==> config.mk <==
export PLATFORM = sky130hd
export DESIGN_NAME = htlp_ram
export DESIGN_NICKNAME = d
export VERILOG_FILES = /design/src/htlp_ram.sv
export SDC_FILE = /design/constraint.sdc
export NUM_CORES = 1
export LEC_CHECK = 0
export BUFFER_PORTS_ARGS = -buffer_cell sky130_fd_sc_hd__buf_4
export CORE_ASPECT_RATIO = 0.8
export CORE_UTILIZATION = 40
export DETAILED_ROUTE_END_ITERATION = 10
export GPL_TIMING_DRIVEN = 0
export PLACE_DENSITY_LB_ADDON = 0.2
export SETUP_SLACK_MARGIN = 0.4
export SYNTH_ARGS = -nofsm -noshare
export SYNTH_HDL_FRONTEND = slang
export SYNTH_SLANG_ARGS = --single-unit
==> constraint.sdc <==
create_clock -name clk -period 2.1 [get_ports clk]
set_input_delay 0.21 -clock clk [delete_from_list [all_inputs] [get_ports clk]]
set_output_delay 0.21 -clock clk [all_outputs]
set_load 0.005 [all_outputs]
==> src/htlp_ram.sv <==
module htlp_ram #(
  parameter int WIDTH = 8,
  parameter int DEPTH = 16
) (
  input  logic                     clk,
  input  logic                     we,
  input  logic [$clog2(DEPTH)-1:0] waddr,
  input  logic [WIDTH-1:0]         wdata,
  input  logic [$clog2(DEPTH)-1:0] raddr,
  output logic [WIDTH-1:0]         rdata
);
  logic [WIDTH-1:0] mem [DEPTH];

  always_ff @(posedge clk) begin
    if (we) mem[waddr] <= wdata;
    rdata <= mem[raddr];
  end
endmodule

==> results.cfg, run 1 <==
[yosys]
synth_top_cell_area_share_pct = 74.7
ys.flop_type = edfxtp_1
synth.top_cells.by_count = edfxtp_1 (128), mux4_2 (18), a22oi_1 (16)
synth_cells = 229
synth_edf_count = 128
post-synth-top-count-cell = edfxtp_1
synth_cell_types = 19
ys_seq_area_share_pct = 77.8
synth.avg_cell_area_um2 = 22.5
ys_ff_latch = 136
netlist_area_um2 = 5150
yosys_warnings = 0
syn_nets = 247
yosys-top-cells-area = edfxtp_1 (75%), mux4_2 (7.9%), mux4_1 (7.1%), dfxtp_1 (3.1%), a22oi_1 (2.3%)
synthArstFlopShare_pct = 0
yosys.area.top_type = edfxtp_1

[final_layout]
area_growth_pct = 20.1
fin_cells = 456
drive_above_1_share_pct = 29.5
fillCellCount = 1033
layout.nets = 290
ff_latch_area_um2 = 4000
num_antenna_cells = 0
multi_input_area_um2 = 1060

[clock_tree]
cts_tree = built
htree_levels = 4
clockRootBuffer = clkbuf_16
clock_latency_ns = 0.41
cts_resized = 0
hold_buffers = 0
cts.clk_slew.worst_paths_ns = 0.05
clockBufferDepth = 2
cts_buffers = 17
clock-sinks = 136
post-cts-setup-buffers = 0

[pwr]
p_comb_share_pct = 4.7
p_int_w = 0.00526
irDropWorstVdd_mv = 0.990
switching_share_pct = 19.4
p_switching_w = 0.00126
seqPwrFrac_pct = 46.8
power_density_nw_per_um2 = 1060
power_frac_clock_pct = 48.5
power_leakage_nw = 2.06

[die]
core_area_um2 = 12300
design.die.area_um2 = 13300
die_w_um = 129
start_util_pct = 41.7
num_io_pins = 26
num_rows = 36
die_h_um = 103

[placed_design]
place.gp.congestion = 0.733
port_buffers = 24
dp.cells = 424
dpl.hpwl_mm = 6.43

[setup_path]
regToRegStartpoint = mem[9][3]
worstPathArrival_ns = 1.63
worstPathMaxFanout = 8
path_class = in -> reg
r2r_cells = 3
r2r_end = rdata[3]
cp-end-kind = flip-flop
timing.reg2reg.setup_slack_ns = 0.67
critPathLaunchType = input port
crit_required_ns = 2.12

[worst_hold_path]
holdPathStages = 1
worstHoldEndpoint = mem[6][6]
hp-start = wdata[6]
hold_class = in -> reg

[route]
routed_wl_mm = 10.1
num_vias = 2376
ant_nets = 0
drc_errors = 0
drt_iter0_markers = 251
wl_per_cell_um = 22.1
viasPerCell = 5.21
first_pass_iters = 4

[grt]
grt_pass1_vias = 2396
grt_overflow_total = 0
grt_start_max_net_pins = 17
track_usage_pct = 16.8
grt_util_met3_pct = 5.92
gr-usage-met2_pct = 24.7
top_usage_layer = met2
grt_pass1_wl_mm = 14.8
antenna_found_initial = 0
use_met1_pct = 23.4

[sta]
worst-slew-pin-transition_ns = 1.31
max_freq_mhz = 619
finClkSkew_ns = 0.00863
drv_slew = 0
fin_setup_tns_ns = 0
holdWs_ns = 0.121
final_hold_viol_count = 0
finalSetupViolCount = 0
fin_crit_ns = 1.61
rsz0062_at_grt = no
max_slew_margin_pct = 12.3
finalCritPeriodShare_pct = 76.9

[run]
maxCapViolations = 0

[outcome]
status = complete, no violations
[flip-flops by register name, summed over array words and instances, names as in the netlist]
signal	count
mem	128
rdata	8
[power by group through the flow]
stage / clock network, W / logic [W] / registers [W]
after global routing: 0.00335 / 0.000331 / 0.00306
after CTS: 0.00321 / 0.000312 / 0.00305
final: 0.00316 / 0.000307 / 0.00305
after global placement: 0 / 0.000307 / 0.00310
after floorplan: 0 / 0.000154 / 0.00311
after detailed placement: 0 / 0.000311 / 0.00311
[critical path, stage by stage]
cell,delay (ns)
buf_4,0.12
nand3b_1,0.26
nor3_1,1.04
[metrics by stage]
| step | setup WS (ns) | total power, W | cell area [µm²] | utilization (%) |
|---|---|---|---|---|
| detailed placement | -0.0169 | 0.00342 | 5550 | 44.9 |
| CTS | 0.418 | 0.00657 | 6180 | 50.1 |
| global route | 0.421 | 0.00673 | 6180 | 50.1 |
| global placement | 0.0388 | 0.00341 | 5550 | 44.9 |
| finish | 0.485 | 0.00652 | 6180 | 50.1 |
| floorplan | 0.624 | 0.00326 | 5150 | - |
[placed cells by master, fill, tap and decap left out, drive strengths merged]
cell type | netlist | final
clkbuf | 0 | 17
and2 | 1 | 1
dfxtp | 8 | 8
nand3b | 2 | 2
or3b | 1 | 1
nand2b | 2 | 2
nor2 | 13 | 13
and2b | 1 | 1
bufinv | 0 | 5
mux4 | 32 | 32
a22oi | 16 | 16
clkinvlp | 0 | 4
nor3 | 4 | 4
edfxtp | 128 | 128
nor2b | 1 | 1
nand2 | 9 | 9
buf | 7 | 31
nand3 | 1 | 1
clkdlybuf4s25 | 3 | 3
clkinv | 0 | 6
[area by class of cell]
type                       instances  share of cell area, %
sequential                       136                   64.8
multi-input combinational         83                   17.2
clock buffer                      17                   6.88
tap                              171                   3.46
clock inverter                    15                   3.36
timing repair buffer              24                   2.92
buffer                            10                   1.40
[metal layers]
layer	vias up	part of all wire (%)
li1	1062	-
met1	1216	45
met2	89	45
met3	9	9.5
met4	0	1.1
met5	-	0
[cell families after synthesis]
family                 Yosys count  synth area share (%)
muxes                           32                  15.0
DFF                            136                  77.8
AOI/OAI and AO/OA               16                  2.33
buffers and inverters           10                  1.68
and+or+nand+nor                 35                  3.18
[how the worst max path moves through the flow]
stage,slack (ns),start,depth (start not counted),to
final,0.49,waddr[2],3,mem[8][7]
after floorplan,0.62,waddr[2],2,mem[3][0]
after CTS,0.42,waddr[2],3,mem[8][7]
after detailed placement,-0.02,waddr[2],3,mem[8][1]
after global routing,0.42,waddr[2],3,mem[8][7]
after global placement,0.04,waddr[2],3,mem[8][2]
Power figures use the tool's default switching activity.
==> inputs of run 2 (changes only) <==
==> constraint.sdc (replaced) <==
create_clock -name clk -period 1.6 [get_ports clk]
set_input_delay 0.16 -clock clk [delete_from_list [all_inputs] [get_ports clk]]
set_output_delay 0.16 -clock clk [all_outputs]
set_load 0.005 [all_outputs]
==> run 2 against run 1 <==
Final area is 0.93% higher. Clock skew is 0.0025 ns lower. Die area stayed put. First-iteration DRC count is 1.2% lower. Critical path depth stayed put. Sequential share of layout area is 0.60 points lower. Largest power group is now registers.
==> results.cfg, run 2 (same netlist as run 1, synthesis figures left out) <==
[sta]
max_freq_mhz = 755
max_slew_margin_pct = 48.1
final_hold_viol_count = 0
finClkSkew_ns = 0.00614
finalSetupViolCount = 0
fin_crit_ns = 1.32
worst-slew-pin-transition_ns = 0.775
fin_setup_tns_ns = 0
rsz0062_at_grt = yes
drv_slew = 0
finalCritPeriodShare_pct = 82.7

[route]
num_vias = 2332
wl_met3_mm = 1.00
m1WireLength_mm = 4.48
wl_per_cell_um = 22.6
viasPerCell = 5.11
drt_iter0_markers = 248
ant_nets = 0
drc_errors = 0
wl_met2_mm = 4.75
first_pass_iters = 4
top_layer = met4
routed_wl_mm = 10.3

[setup_path]
cpPeakStageDelay_ns = 0.53
r2r_cells = 3
worstPathArrival_ns = 1.61
crit_required_ns = 1.88
worstPathMaxFanout = 1
r2r_end = rdata[3]
timing.reg2reg.setup_slack_ns = 0.28
crit_chain = mux4_2, a22oi_2, nand2_1
cp-end-kind = flip-flop
cp_slowest_cell = mux4_2
regToRegStartpoint = mem[11][3]
path_class = reg -> reg
critPathLaunchType = flip-flop
critPathBufInv = 0
crit_family = multiplexers

[grt]
antenna_found_initial = 0
track_usage_pct = 17.4
grt_pass1_wl_mm = 15.1
grt_pass1_vias = 2377
grt_start_max_net_pins = 17
grt_overflow_total = 0

[clock_tree]
cts.clk_slew.worst_paths_ns = 0.06
cts_buffers = 17
cts_tree = built
clockRootBuffer = clkbuf_16
post-cts-setup-buffers = 0
clock_latency_ns = 0.41
clock-sinks = 136
htree_levels = 4
clockBufferDepth = 2

[final_layout]
fillCellCount = 1022
largest_reg_flops = 128
final_cell_mix = edfxtp_1 (128), mux4_2 (30), buf_4 (24), clkbuf_16 (17), nor2_2 (11)
layout.nets = 290
regMostFlops = mem
drive_above_1_share_pct = 40.7
area_growth_pct = 21.2
final_common_cell = edfxtp_1
fin_util_pct = 50.5
reg_top3 = mem x128, rdata x8
num_antenna_cells = 0

[pwr]
power_density_nw_per_um2 = 1350
power.total_w = 0.00842
irDropWorstVdd_mv = 0.922
power_leakage_nw = 2.03

[die]
num_io_pins = 26
die_w_um = 129
die_h_um = 103
num_rows = 36
start_util_pct = 41.7
core_area_um2 = 12300
design.die.area_um2 = 13300

[worst_hold_path]
worstHoldEndpoint = mem[2][2]
hold_class = in -> reg
holdPathStages = 1
hp-start = wdata[2]

[placed_design]
port_buffers = 24
place.gp.congestion = 0.668
dpl.hpwl_mm = 6.44

[outcome]
status = complete, no violations

[run]
maxCapViolations = 0
-- run 2: where the power goes --
group	internal [W]	leakage (nW)	total (W)	switching (W)
Combinational	0.000203	0.509	0.000449	0.000246
Clock	0.00261	0.300	0.00397	0.00137
Sequential	0.00398	1.22	0.00400	0.0000182
-- run 2: cell type report --
| cell class | instances | area [µm²] | share of cell area [%] |
|---|---|---|---|
| buffer | 10 | 120 | 1.93 |
| multi-input combinational | 83 | 1110 | 17.8 |
| sequential | 136 | 4000 | 64.2 |
| timing repair buffer | 24 | 180 | 2.89 |
| tap | 171 | 214 | 3.43 |
| clock buffer | 24 | 492 | 7.88 |
| clock inverter | 8 | 118 | 1.89 |
-- run 2: worst max-delay path by stage --
stage / startpoint / to / slack (ns) / cells past startpoint
2_1_floorplan: waddr[2] / mem[0][0] / 0.34 / 2
3_3_place_gp: waddr[1] / mem[9][1] / -0.02 / 3
3_5_place_dp: waddr[0] / mem[10][1] / -0.05 / 3
4_1_cts: mem[11][1] / rdata[1] / 0.27 / 3
5_1_grt: mem[11][1] / rdata[1] / 0.24 / 3
6_report: mem[11][3] / rdata[3] / 0.28 / 3
-- run 2: what timing repair did --
item / CTS / global route
hold buffers: 0 / 0
resized for setup: 8 / 9
endpoints found under the setup margin: 16 / 68
hold endpoints to repair: 0 / 0
pin swaps: 2 / 1
-- run 2: worst reg2reg max path, cell delays in order (launching register included) --
cell and delay [ns]:
edfxtp_1 0.36, mux4_2 0.53, a22oi_2 0.21, nand2_1 0.10
-- run 2: metrics by stage --
step	hold slack [ns]	setup slack [ns]	cells	instance area (µm²)
floorplan	0.259	0.337	229	5180
global placement	0.496	-0.0218	424	5570
detailed placement	0.507	-0.0489	424	5570
CTS	0.0742	0.273	456	6210
global route	0.0879	0.244	456	6240
finish	0.0857	0.276	456	6240
-- run 2: per-layer routing --
layer / vias to the layer above / global-route usage (%)
met1: 1188 / 25.4
met2: 89 / 24.8
met3: 4 / 4.53
met5: - / 0
li1: 1051 / -
met4: 0 / 7.33
==> inputs of run 3 (changes only) <==
==> constraint.sdc (replaced) <==
create_clock -name clk -period 1.1 [get_ports clk]
set_input_delay 0.11 -clock clk [delete_from_list [all_inputs] [get_ports clk]]
set_output_delay 0.11 -clock clk [all_outputs]
set_load 0.005 [all_outputs]
==> run 3 against run 2 <==
The run now ends with negative setup slack left. Die area is the same. Combinational power up 72%. Power is 42% higher. Global-route usage grew 1.0 points. Clock power up 35%. Hold slack got worse by 0.072 ns. Sequential cell count unchanged. First-iteration DRC count decreased by 7.3%.
==> results.cfg, run 3 (same netlist as run 1, synthesis figures left out) <==
[grt]
grt_start_max_net_pins = 17
grt_pass1_wl_mm = 16.4
antenna_found_initial = 0
track_usage_pct = 18.4
grt_pass1_vias = 2679
grt_overflow_total = 0

[pwr]
p_comb_share_pct = 6.5
power_density_nw_per_um2 = 1770
p_switching_w = 0.00236
power.total_w = 0.0120
p_int_w = 0.00961
seqPwrFrac_pct = 48.7
switching_share_pct = 19.7
power_frac_clock_pct = 44.8
power_leakage_nw = 2.22
irDropWorstVdd_mv = 1.08

[run]
maxCapViolations = 0

[sta]
finalCritPeriodShare_pct = 122
drv_slew = 0
finClkSkew_ns = 0.00659
fin_setup_tns_ns = -1.12
worst_slack_ns = -0.237
fin_crit_ns = 1.34
max_freq_mhz = 748
finalSetupViolCount = 8
holdWs_ns = 0.0133
final_hold_viol_count = 0
worst-slew-pin-transition_ns = 0.824
max_slew_margin_pct = 44.9
rsz0062_at_grt = yes

[final_layout]
final_common_cell = edfxtp_1
drive_above_1_share_pct = 49.0
largest_reg_flops = 128
fillCellCount = 952
num_antenna_cells = 0
fin_cells = 481
layout.nets = 316
area_growth_pct = 31.1
fin_util_pct = 54.7
final_cell_mix = edfxtp_1 (128), mux4_2 (32), buf_4 (18), buf_12 (17), clkbuf_16 (17)
regMostFlops = mem
reg_top3 = mem x128, rdata x8

[clock_tree]
cts_buffers = 17
cts.clk_slew.worst_paths_ns = 0.06
clockBufferDepth = 2
clock-sinks = 136
cts_tree = built
clock_latency_ns = 0.40
htree_levels = 4
clockRootBuffer = clkbuf_16

[route]
ant_nets = 0
drc_errors = 0
wl_per_cell_um = 22.9
drt_iter0_markers = 230
num_vias = 2523
first_pass_iters = 5
viasPerCell = 5.25
routed_wl_mm = 11.0

[die]
num_io_pins = 26
design.die.area_um2 = 13300
core_area_um2 = 12300
die_h_um = 103
start_util_pct = 41.7
num_rows = 36
die_w_um = 129

[setup_path]
critPathLaunchType = flip-flop
path_class = reg -> reg
crit_required_ns = 1.38
cp-end-kind = flip-flop
worstPathArrival_ns = 1.62
worstPathMaxFanout = 1

[placed_design]
place.gp.congestion = 0.709
dp.cells = 424
dpl.hpwl_mm = 6.43
port_buffers = 24

[outcome]
status = finished with violations
violations = negative setup slack

[worst_hold_path]
hold_class = in -> reg
==> run 3: cell count changes in the layout (fill, tap and decap cells not counted), moves of 3 or more <==
cell,previous run,this run
dfxtp_2,0,5
clkbuf_1,3,7
nor2_2,11,0
buf_12,3,17
buf_6,0,16
nand2_1,9,6
dfxtp_1,8,3
buf_4,24,18
nor2_4,0,12
==> run 3: per-layer routing <==
metal,share of wire [%],track usage (%)
met1,46,25.5
met2,48,28.7
met3,4.1,3.29
met4,1.5,8.51
met5,0,0
==> run 3: metrics by stage <==
step	setup slack, ns	instance area [µm²]
after floorplan	-0.113	5280
after global placement	-0.554	5670
after detailed placement	-0.520	5670
after CTS	-0.177	6660
after global routing	-0.278	6750
final	-0.237	6750
==> run 3: critical path, cell delays in order, from the launching register on <==
cell and delay (ns):
edfxtp_1 0.38, mux4_2 0.50, a22oi_2 0.23, nand2_2 0.10
==> run 3: power groups by stage <==
stage	Combinational, W	Clock [W]	Sequential, W
6_report	0.000773	0.00537	0.00584
3_5_place_dp	0.000655	0	0.00593
4_1_cts	0.000748	0.00545	0.00583
3_3_place_gp	0.000644	0	0.00593
2_1_floorplan	0.000351	0	0.00593
5_1_grt	0.000830	0.00565	0.00584
==> run 3: final timing paths <==
kind	startpoint	endpoint	slack, ns	depth (start not counted)
worst max register to register	mem[3][6]	rdata[6]	-0.24	3
worst min-delay path	wdata[7]	mem[0][7]	0.01	1
worst max-delay path	mem[3][6]	rdata[6]	-0.24	3
worst min register to register	mem[6][0]	rdata[0]	0.68	3
==> run 3: area by class of cell <==
cell class | count | area (µm²) | share of cell area, %
sequential | 136 | 4010 | 59.4
multi-input combinational | 83 | 1230 | 18.2
timing repair buffer | 50 | 626 | 9.27
clock buffer | 26 | 479 | 7.10
tap | 171 | 214 | 3.17
buffer | 10 | 120 | 1.78
clock inverter | 5 | 73.8 | 1.09
==> run 3: what timing repair did <==
action                                  4_1_cts  5_1_grt
buffers inserted                             22        4
endpoints found under the setup margin      136      128
gates resized for setup                      30       13
hold buffers                                  0        0
pin swaps                                    19       11
